**config.mk**
```make
export PLATFORM = sky130hd
export DESIGN_NAME = wildcard_glob_matcher
export DESIGN_NICKNAME = d
export VERILOG_FILES = /design/src/rtl/gwm_pkg.sv /design/src/rtl/gwm_cell.sv /design/src/rtl/gwm_closure.sv /design/src/rtl/wildcard_glob_matcher.sv
export VERILOG_INCLUDE_DIRS = /design/src /design/src/rtl
export SDC_FILE = /design/constraint.sdc
export NUM_CORES = 2
export LEC_CHECK = 0
export ABC_AREA = 1
export BUFFER_PORTS_ARGS = -buffer_cell sky130_fd_sc_hd__buf_2
export CAP_MARGIN = 5
export CORE_MARGIN = 2
export CORE_UTILIZATION = 50
export CTS_CLUSTER_DIAMETER = 80
export CTS_CLUSTER_SIZE = 24
export DETAILED_ROUTE_END_ITERATION = 10
export PLACE_DENSITY = 0.79
export SLEW_MARGIN = 20
export SYNTH_ARGS = -nofsm -noshare
export SYNTH_HDL_FRONTEND = slang
export SYNTH_HIERARCHICAL = 1
export SYNTH_SLANG_ARGS = --single-unit
```
**constraint.sdc**
```tcl
create_clock -name clk_i -period 5.4 [get_ports clk_i]
set_input_delay 0.54 -clock clk_i [delete_from_list [all_inputs] [get_ports clk_i]]
set_output_delay 0.54 -clock clk_i [all_outputs]
set_load 0.02 [all_outputs]
```
**src/rtl/wildcard_glob_matcher_defines.svh**
```systemverilog
// Assertion helpers for the glob matcher.
`ifndef WILDCARD_GLOB_MATCHER_DEFINES_SVH
`define WILDCARD_GLOB_MATCHER_DEFINES_SVH

// Property that must hold at every edge outside reset.
`define GWM_ASSERT(lbl, prop, msg) \
  lbl: assert property (@(posedge clk_i) disable iff (!rst_ni) (prop)) else $error(msg);

// Antecedent in one cycle, consequent in the next.
`define GWM_ASSERT_NEXT(lbl, ante, cons, msg) \
  lbl: assert property (@(posedge clk_i) disable iff (!rst_ni) (ante) |=> (cons)) \
    else $error(msg);

`endif

```
**src/rtl/gwm_pkg.sv**
```systemverilog
`default_nettype none
package gwm_pkg;

  localparam int unsigned SymW = 16;

  localparam logic [SymW-1:0] StarChar = 16'h002A;
  localparam logic [SymW-1:0] AnyChar  = 16'h003F;

  typedef enum logic [1:0] {
    OP_CLEAR   = 2'd0,
    OP_APPEND  = 2'd1,
    OP_SUBJECT = 2'd2,
    OP_END     = 2'd3
  } gwm_op_e;

  // What one pattern cell reports for the current subject character.
  typedef struct packed {
    logic star;     // cell holds '*'
    logic step_ok;  // cell is '?' or equals the subject character
  } gwm_cell_t;

endpackage
`default_nettype wire

```
**src/rtl/gwm_cell.sv**
```systemverilog
`default_nettype none
module gwm_cell import gwm_pkg::*; (
  input  logic            clk_i,
  input  logic            we_i,
  input  logic [SymW-1:0] wr_sym_i,
  input  logic [SymW-1:0] subj_sym_i,
  output gwm_cell_t       cell_o
);

  logic [SymW-1:0] sym_q;
  logic            star_q;
  logic            any_q;

  // Class flags are decoded once at load time.
  always_ff @(posedge clk_i) begin
    if (we_i) begin
      sym_q  <= wr_sym_i;
      star_q <= (wr_sym_i == StarChar);
      any_q  <= (wr_sym_i == AnyChar);
    end
  end

  assign cell_o.star    = star_q;
  assign cell_o.step_ok = any_q || (sym_q == subj_sym_i);

endmodule
`default_nettype wire

```
**src/rtl/gwm_closure.sv**
```systemverilog
`default_nettype none
module gwm_closure import gwm_pkg::*; #(
  parameter int unsigned Depth = 64
) (
  input  logic [Depth:0]   act_i,
  input  logic [Depth-1:0] hop_i,
  output logic [Depth:0]   act_o
);

  // Star runs let a position slide forward; done as a log-depth prefix scan.
  localparam int unsigned Levels = ($clog2(Depth + 1) < 1) ? 1 : $clog2(Depth + 1);

  logic [Depth:0] act_lvl [Levels+1];
  logic [Depth:0] run_lvl [Levels+1];

  assign act_lvl[0] = act_i;
  assign run_lvl[0] = {1'b0, hop_i};

  for (genvar l = 0; l < Levels; l++) begin : g_lvl
    localparam int unsigned Dist = 1 << l;
    for (genvar k = 0; k <= Depth; k++) begin : g_pos
      if (k >= Dist) begin : g_far
        assign act_lvl[l+1][k] = act_lvl[l][k] || (act_lvl[l][k-Dist] && run_lvl[l][k-Dist]);
      end else begin : g_near
        assign act_lvl[l+1][k] = act_lvl[l][k];
      end
      // run_lvl[l][j]: positions j .. j+2^l-1 are all live stars
      if (k + Dist <= Depth) begin : g_run
        assign run_lvl[l+1][k] = run_lvl[l][k] && run_lvl[l][k+Dist];
      end else begin : g_run_end
        assign run_lvl[l+1][k] = 1'b0;
      end
    end
  end

  assign act_o = act_lvl[Levels];

endmodule
`default_nettype wire

```
**src/rtl/wildcard_glob_matcher.sv**
```systemverilog
// Channel   Dir  Payload                                   Beats
// s_axis    in   tdata: symbol; tuser: opcode               one per command or character
// m_axis    out  tdata: matched; tuser: pattern_overflow    one per end-of-subject beat
//
// Each input beat waits in the input register while the update logic runs;
// a new beat is accepted every cycle, so throughput is one beat per clock while no
// result stalls; an end-of-subject result goes from the input to the output register.
// The pattern cells and the star-run prefix scan set the update path depth.
// Reset clears control state at once; no clearing pass is needed.
// A stalled result holds back only an end-of-subject beat and the beats behind it.
`default_nettype none
`include "wildcard_glob_matcher_defines.svh"
module wildcard_glob_matcher import gwm_pkg::*; #(
  parameter int unsigned MAX_PATTERN = 64
) (
  input  logic            clk_i,
  input  logic            rst_ni,
  input  logic            s_axis_tvalid,
  output logic            s_axis_tready,
  input  logic [SymW-1:0] s_axis_tdata,   // [15:0] symbol
  input  logic [1:0]      s_axis_tuser,   // [1:0] opcode
  output logic            m_axis_tvalid,
  input  logic            m_axis_tready,
  output logic [7:0]      m_axis_tdata,   // [0] matched, [7:1] zero
  output logic [0:0]      m_axis_tuser    // [0] pattern_overflow
);

  localparam int unsigned LenW = $clog2(MAX_PATTERN + 1);

  logic            in_valid_q;
  gwm_op_e         in_op_q;
  logic [SymW-1:0] in_sym_q;

  logic [LenW-1:0]        len_q, len_d;
  logic [MAX_PATTERN-1:0] used_q, used_d;
  logic [MAX_PATTERN:0]   active_q, active_d;
  logic                   ovf_q, ovf_d;
  logic                   fresh_q, fresh_d;

  logic out_valid_q, out_valid_d;
  logic out_match_q, out_ovf_q;

  logic fire, out_free, full, hit;
  logic [MAX_PATTERN:0]   act_base, act_cl, act_next;
  logic [MAX_PATTERN-1:0] hop, step;
  gwm_cell_t              cells [MAX_PATTERN];

  assign out_free      = !out_valid_q || m_axis_tready;
  assign fire          = in_valid_q && ((in_op_q != OP_END) || out_free);
  assign s_axis_tready = !in_valid_q || fire;
  assign full          = (len_q == LenW'(MAX_PATTERN));

  always_ff @(posedge clk_i or negedge rst_ni) begin
    if (!rst_ni) begin
      in_valid_q <= 1'b0;
    end else if (s_axis_tready) begin
      in_valid_q <= s_axis_tvalid;
    end
  end

  always_ff @(posedge clk_i) begin
    if (s_axis_tvalid && s_axis_tready) begin
      in_op_q  <= gwm_op_e'(s_axis_tuser);
      in_sym_q <= s_axis_tdata;
    end
  end

  for (genvar i = 0; i < MAX_PATTERN; i++) begin : g_cell
    logic we;
    assign we = fire && (in_op_q == OP_APPEND) && !full && (len_q == LenW'(i));
    gwm_cell u_cell (
      .clk_i      (clk_i),
      .we_i       (we),
      .wr_sym_i   (in_sym_q),
      .subj_sym_i (in_sym_q),
      .cell_o     (cells[i])
    );
    assign hop[i]  = used_q[i] && cells[i].star;
    assign step[i] = used_q[i] && !cells[i].star && cells[i].step_ok;
  end

  assign act_base = fresh_q ? (MAX_PATTERN+1)'(1) : active_q;

  gwm_closure #(
    .Depth (MAX_PATTERN)
  ) u_closure (
    .act_i (act_base),
    .hop_i (hop),
    .act_o (act_cl)
  );

  assign act_next = {1'b0, act_cl[MAX_PATTERN-1:0] & hop}
                  | {act_cl[MAX_PATTERN-1:0] & step, 1'b0};
  assign hit      = act_cl[len_q] && !ovf_q;

  always_comb begin
    len_d       = len_q;
    used_d      = used_q;
    active_d    = active_q;
    ovf_d       = ovf_q;
    fresh_d     = fresh_q;
    out_valid_d = out_valid_q && !m_axis_tready;
    if (fire) begin
      case (in_op_q)
        OP_CLEAR: begin
          len_d   = '0;
          used_d  = '0;
          ovf_d   = 1'b0;
          fresh_d = 1'b1;
        end
        OP_APPEND: begin
          if (full) begin
            ovf_d = 1'b1;
          end else begin
            len_d  = len_q + LenW'(1);
            used_d = used_q | (MAX_PATTERN'(1) << len_q);
          end
          fresh_d = 1'b1;
        end
        OP_SUBJECT: begin
          active_d = act_next;
          fresh_d  = 1'b0;
        end
        OP_END: begin
          fresh_d     = 1'b1;
          out_valid_d = 1'b1;
        end
        default: begin
          fresh_d = fresh_q;
        end
      endcase
    end
  end

  always_ff @(posedge clk_i or negedge rst_ni) begin
    if (!rst_ni) begin
      len_q       <= '0;
      used_q      <= '0;
      active_q    <= (MAX_PATTERN+1)'(1);
      ovf_q       <= 1'b0;
      fresh_q     <= 1'b1;
      out_valid_q <= 1'b0;
    end else begin
      len_q       <= len_d;
      used_q      <= used_d;
      active_q    <= active_d;
      ovf_q       <= ovf_d;
      fresh_q     <= fresh_d;
      out_valid_q <= out_valid_d;
    end
  end

  always_ff @(posedge clk_i) begin
    if (fire && (in_op_q == OP_END)) begin
      out_match_q <= hit;
      out_ovf_q   <= ovf_q;
    end
  end

  assign m_axis_tvalid = out_valid_q;
  assign m_axis_tdata  = {7'd0, out_match_q};
  assign m_axis_tuser  = out_ovf_q;

  `GWM_ASSERT(a_len_range, len_q <= LenW'(MAX_PATTERN), "pattern length past capacity")
  `GWM_ASSERT(a_used_count, $countones(used_q) == int'(len_q), "cell valid mask out of step with length")
  `GWM_ASSERT(a_ovf_nomatch, !(m_axis_tvalid && m_axis_tuser[0] && m_axis_tdata[0]), "match reported on overflow")
  `GWM_ASSERT_NEXT(a_end_result, fire && (in_op_q == OP_END), out_valid_q, "end-of-subject beat lost its result")

endmodule
`default_nettype wire
```
# [Word-level counts from Yosys, hierarchy flattened]
# Cells that the tools add are included.
[totals] ff_bits=1312 elab_cells=1684
[op_classes] add_sub_neg=1 order_cmp=1 n_eq_ne=136 n_shift=1 muxes=12 n_bitwise=4 n_reduce_logical=1326
[ops] op="$eq A16 B16 Y1" count=64
[ops] op="$logic_and A1 B1 Y1" count=855
[ops] op="$logic_or A1 B1 Y1" count=395
[ops] op="$eq A7 B6 Y1 const B" count=32
[ops] op="$and A64 B64 Y64" count=2
[ops] op="$pmux W64 S2" count=1
[ops] op="$eq A7 B5 Y1 const B" count=16
[ops] op="$logic_not A1 Y1" count=69
[ops] op="$mux W65" count=1
[ops] op="$or A64 B65 Y65" count=1
[ops] op="$mux W64" count=1
[ops] op="$or A64 B64 Y64" count=1
[ops] op="$shl A1 B7 Y64 const A" count=1
[ops] op="$eq A7 B4 Y1 const B" count=8
[ops] op="$eq A16 B6 Y1 const B" count=2
[ops] op="$eq A7 B3 Y1 const B" count=4
[ops] op="$eq A7 B2 Y1 const B" count=2
[ops] op="$pmux W7 S2" count=1
[ops] op="$lt A7 B8 Y1 const B" count=1
[ops] op="$add A7 B1 Y7 const B" count=1
[ops] op="$bmux W1 S7" count=1
[ops] op="$eq A7 B1 Y1 const B" count=1
[ops] op="$eq A7 B7 Y1 const B" count=1
[ops] op="$logic_not A7 Y1" count=1
[ops] op="other kinds (11)" count=19

# [Logic depth before layout (Yosys ltp)]
[depth] depth_word=17 depth_mapped=27

# [Hierarchy]
# The synthesis kept the hierarchy.
[modules_own_cells] module="gwm_cell" instances=64 cells_each=126 area_per_inst_um2=959.7 seq_area_each_um2=540.5
[modules_own_cells] module="wildcard_glob_matcher" instances=1 cells_each=1339 area_per_inst_um2=9546.7 seq_area_each_um2=4106.4
[modules_own_cells] module="gwm_closure" instances=1 cells_each=937 area_per_inst_um2=4026.4 seq_area_each_um2=0.0

# [Worst setup path before layout]
# No wires, ideal clock.
[synth_path] path_type="reg-to-reg" from="reg in_sym_q[4]" to="reg g_cell[0].u_cell.sym_q[4] (data pin)" arrival_time_ps=4775 required_time_ps=4257 setup_slack_ps=-518 stages_incl_launch_ff=1 path_cell_list="edfxtp_1"
[synth_lines] item="start: declaration" line_no="wildcard_glob_matcher.sv:32" text="logic [SymW-1:0] in_sym_q;"
[synth_lines] item="start signal: assignment" line_no="wildcard_glob_matcher.sv:64" text="in_sym_q <= s_axis_tdata;"
[synth_lines] item="end signal: assignment" line_no="gwm_cell.sv:17" text="sym_q <= wr_sym_i;"
[synth_lines] item="end: declaration" line_no="gwm_cell.sv:10" text="logic [SymW-1:0] sym_q;"
# No word-level cell between the ends.

# [Final worst setup path]
[layout_path] from="reg fresh_q" to="reg out_match_q (data pin)"
[layout_lines] item="start: declaration" line_no="wildcard_glob_matcher.sv:38" text="logic fresh_q, fresh_d;"
[layout_lines] item="start signal: assignment" line_no="wildcard_glob_matcher.sv:148" text="fresh_q <= fresh_d;"
[layout_lines] item="$mux W65" line_no="wildcard_glob_matcher.sv:82" text="assign act_base = fresh_q ? (MAX_PATTERN+1)'(1) : active_q;"
[layout_lines] item="via act_base[40]" line_no="wildcard_glob_matcher.sv:44" text="logic [MAX_PATTERN:0] act_base, act_cl, act_next;"
[layout_lines] item="$logic_and A1 B1 Y1" line_no="gwm_closure.sv:23" text="assign act_lvl[l+1][k] = act_lvl[l][k] || (act_lvl[l][k-Dist] && run_lvl[l][k-Dist]);"
[layout_lines] item="$logic_or A1 B1 Y1 (2 in a row)" line_no="gwm_closure.sv:23"
[layout_lines] item="$logic_and A1 B1 Y1" line_no="gwm_closure.sv:23"
[layout_lines] item="$logic_or A1 B1 Y1 (4 in a row)" line_no="gwm_closure.sv:23"
[layout_lines] item="via act_cl[45]" line_no="wildcard_glob_matcher.sv:44"
[layout_lines] item="$bmux W1 S7" line_no="wildcard_glob_matcher.sv:94" text="assign hit = act_cl[len_q] && !ovf_q;"
[layout_lines] item="$mux W1 (not written as such)" line_no="wildcard_glob_matcher.sv:94"
[layout_lines] item="$logic_and A1 B1 Y1" line_no="wildcard_glob_matcher.sv:94"
[layout_lines] item="via hit" line_no="wildcard_glob_matcher.sv:43" text="logic fire, out_free, full, hit;"
[layout_lines] item="end signal: assignment" line_no="wildcard_glob_matcher.sv:155" text="out_match_q <= hit;"
[layout_lines] item="end: declaration" line_no="wildcard_glob_matcher.sv:41" text="logic out_match_q, out_ovf_q;"
# The timed path passes the listed nets, and every way through them passes these cells. The select of a mux whose other input is x is not followed.
# A chain may end at the register's enable or synchronous reset.

==> impl_metrics.py <==
metrics = {
    "run_status": {
        "outcome": "finished, final reports clean",
    },
    "route": {
        "met2WireLength_microns": 101000,
        "drt_iter0_markers": 6047,
        "num_vias": 64600,
        "routedLengthMet1_microns": 85500,
        "drc": 0,
        "top_layer_used": "met5",
        "totalWireLength_microns": 214000,
        "wl_met3_microns": 18500,
        "wl_per_cell_microns": 17.0,
        "viasPerCell": 5.13,
        "firstDrtPassIters": 8,
        "ant_nets": 0,
    },
    "clock_tree": {
        "max-clock-path-buffers": 3,
        "cts_root_buffer": "clkbuf_16",
        "clock-sinks": 1312,
        "postCtsSetupRepairBufs": 0,
        "hold_buffers": 17,
        "clk_pin_slew_ns": 0.10,
        "cts_tree": "yes",
        "postCtsResizedCells": 0,
        "clkLatencyLatePin_ns": 0.73,
        "cts_buffers": 76,
        "htree_levels": 3,
    },
    "worst_setup_path": {
        "critPathKind": "reg -> reg",
        "rr_startpoint": "fresh_q",
        "start_kind": "flop",
        "end_kind": "flop",
        "cp.required_ns": 5.90,
        "r2r_cells": 20,
        "regToRegEndpoint": "out_match_q",
        "critPathArrivalTime_ns": 4.25,
        "crit_fanout": 34,
        "r2r_slack_ns": 1.65,
    },
    "timing": {
        "setup_viol": 0,
        "slew_headroom_pct": 19.0,
        "report.final.slew_viol_count": 0,
        "fmax_mhz": 266,
        "fin_crit_ns": 3.75,
        "worst_pin_slew_ns": 1.21,
        "skew_ns": 0.0471,
        "hold_slack_ns": 0.0986,
        "rsz0062_at_grt": "no",
        "finalHoldViolations": 0,
        "fin_crit_sh_pct": 69.5,
    },
    "logic_synthesis": {
        "synthTopCellsByArea": "edfxtp_1 47%, nand2_1 19%, inv_1 12%, nor2_1 8.7%, dfrtp_1 4.6%",
        "yosysTopAreaCell": "edfxtp_1",
        "syn_area_sq_mm": 0.0750,
        "syn_area_per_cell_sq_um": 7.25,
        "ys_ff_latch": 1312,
        "synth_top_area_share_pct": 46.9,
        "yosys_warnings": 6,
        "syn_inst": 10300,
        "synth_cell_type_count": 48,
        "ys.flop_type": "edfxtp_1",
        "synth_edf_count": 1172,
        "ys_seq_area_share_pct": 51.6,
        "async_flop_share_pct": 10.7,
    },
    "grt": {
        "grt_pass1_wl_microns": 332000,
        "grt_usage_pct": 27.6,
        "antenna_found_initial": 3,
        "grt_max_degree": 136,
        "grt_overflow": 0,
        "grt_pass1_vias": 62900,
    },
    "finish": {
        "seq_area_sq_mm": 0.0387,
        "final_cell_mix": "3770 x nand2_1, 2476 x inv_1, 1734 x nor2_1",
        "mostFrequentLayoutCell": "nand2_1",
        "drive_gt1_share_pct": 4.57,
        "final_area_sq_mm": 0.0818,
        "fillers": 13200,
        "antenna_cells": 0,
        "area_delta_synth_final_pct": 9.13,
        "multi_input_area_sq_mm": 0.0264,
        "layout.nets": 10600,
    },
    "floorplan": {
        "die_area_sq_mm": 0.153,
        "fp-row-count": 142,
        "io_pins": 33,
        "start_util_pct": 50.2,
        "core_area_sq_mm": 0.149,
        "die_height_microns": 391,
        "chipWidth_microns": 391,
    },
    "placed_design": {
        "dpl_cell_area_sq_mm": 0.0791,
        "io_buffers": 25,
        "place.gp.congestion": 1.02,
        "post-dp-hpwl_microns": 141000,
    },
    "power": {
        "leakagePower_nw": 41.2,
        "vdd_drop_max_mv": 0.277,
        "p_total_mw": 20.3,
        "power.density_mw_per_mm2": 248,
    },
    "worst_hold_path": {
        "min_to": "in_op_q[0]",
        "min-delay-start": "s_axis_tuser[0]",
        "min_path_type": "in -> reg",
        "whs_path_depth": 1,
    },
    "job": {
        "drv_cap": 0,
    },
}
==> how the worst max path moves through the flow <==
stage           startpoint                        end  depth (start not counted)  slack [ns]
2_1_floorplan  in_sym_q[4]  g_cell[0].u_cell/sym_q[4]                          0       -0.52
3_3_place_gp       fresh_q                out_match_q                         20        1.72
3_5_place_dp       fresh_q                out_match_q                         20        1.69
4_1_cts            fresh_q                out_match_q                         20        1.70
5_1_grt            fresh_q                out_match_q                         21        1.28
6_report           fresh_q                out_match_q                         20        1.65
==> critical path, stage by stage, from the launching register on <==
cell	delay [ns]
dfstp_2	1.05
buf_4	0.36
nor2_1	0.09
a21oi_1	0.25
o21ai_0	0.22
a21oi_1	0.22
nand2_1	0.14
inv_1	0.07
nand2_1	0.11
inv_1	0.11
nand2_1	0.05
nand3_1	0.10
nand2_1	0.05
nand2_1	0.06
nand2_1	0.16
nor2_1	0.14
nor2_1	0.05
nor2_1	0.11
nand2_1	0.06
nand2_1	0.06
a21oi_1	0.07
==> synthesized netlist by cell type (all sizes together), types with 36 or more instances <==
cell type	count
nand4	68
nor3	162
nor4	161
nand2	3799
clkbuf	36
o32ai	61
a21oi	142
inv	2485
edfxtp	1172
o21ai	96
nand3	119
dfrtp	138
buf	101
nor2	1747
==> layout make-up <==
class,count,share of cell area (%)
inverters,2489,11.4
multi-input cells,6408,32.3
repair buffers,241,2.85
clock buffers,101,2.48
clock inverters,36,0.601
flip-flops and latches,1312,47.3
well taps,2016,3.08
==> through the flow <==
stage | cells | utilization [%] | setup TNS, ns | setup WS (ns)
final | 12600 | 54.8 | 0 | 1.65
after global routing | 12600 | 54.8 | 0 | 1.28
after CTS | 12600 | 54.8 | 0 | 1.70
after detailed placement | 12400 | 53.0 | 0 | 1.69
after global placement | 12400 | 52.9 | 0 | 1.72
after floorplan | 10300 | - | -107.28 | -0.518
==> metal layers <==
layer / vias to the layer above / track usage (%)
li1: 31400 / -
met1: 30100 / 34.9
met2: 2675 / 46.6
met3: 522 / 4.89
met4: 2 / 12.0
met5: - / 0
==> logic make-up (layout without fill, tap and decap cells) <==
| family | after synthesis | after routing | synth area share (%) |
|---|---|---|---|
| buffers and inverters | 2626 | 2867 | 13.6 |
| AND/OR/NAND/NOR | 6068 | 6068 | 32.0 |
| flip-flops | 1312 | 1312 | 51.6 |
| AO/OA/AOI/OAI | 327 | 327 | 2.74 |
| adder cells (fa/ha/maj) | 6 | 6 | 0.100 |
| other | 1 | 7 | 0.00500 |
==> power breakdown <==
| part | leakage [nW] | internal [mW] | total [mW] | switching (mW) |
|---|---|---|---|---|
| sequential | 12.7 | 11.1 | 11.2 | 0.0718 |
| clock | 1.22 | 2.95 | 6.60 | 3.65 |
| combinational | 27.2 | 0.600 | 2.48 | 1.88 |
| total | 41.2 | 14.7 | 20.3 | 5.60 |
==> state kept, by name, indices dropped and copies added (netlist names), 2 cells and up <==
register              count
g_cell.u_cell/star_q     64
in_sym_q                 16
g_cell.u_cell/any_q      64
used_q                   64
len_q                     7
in_op_q                   2
g_cell.u_cell/sym_q    1024
active_q                 65
(Power assumes the default switching activity.)
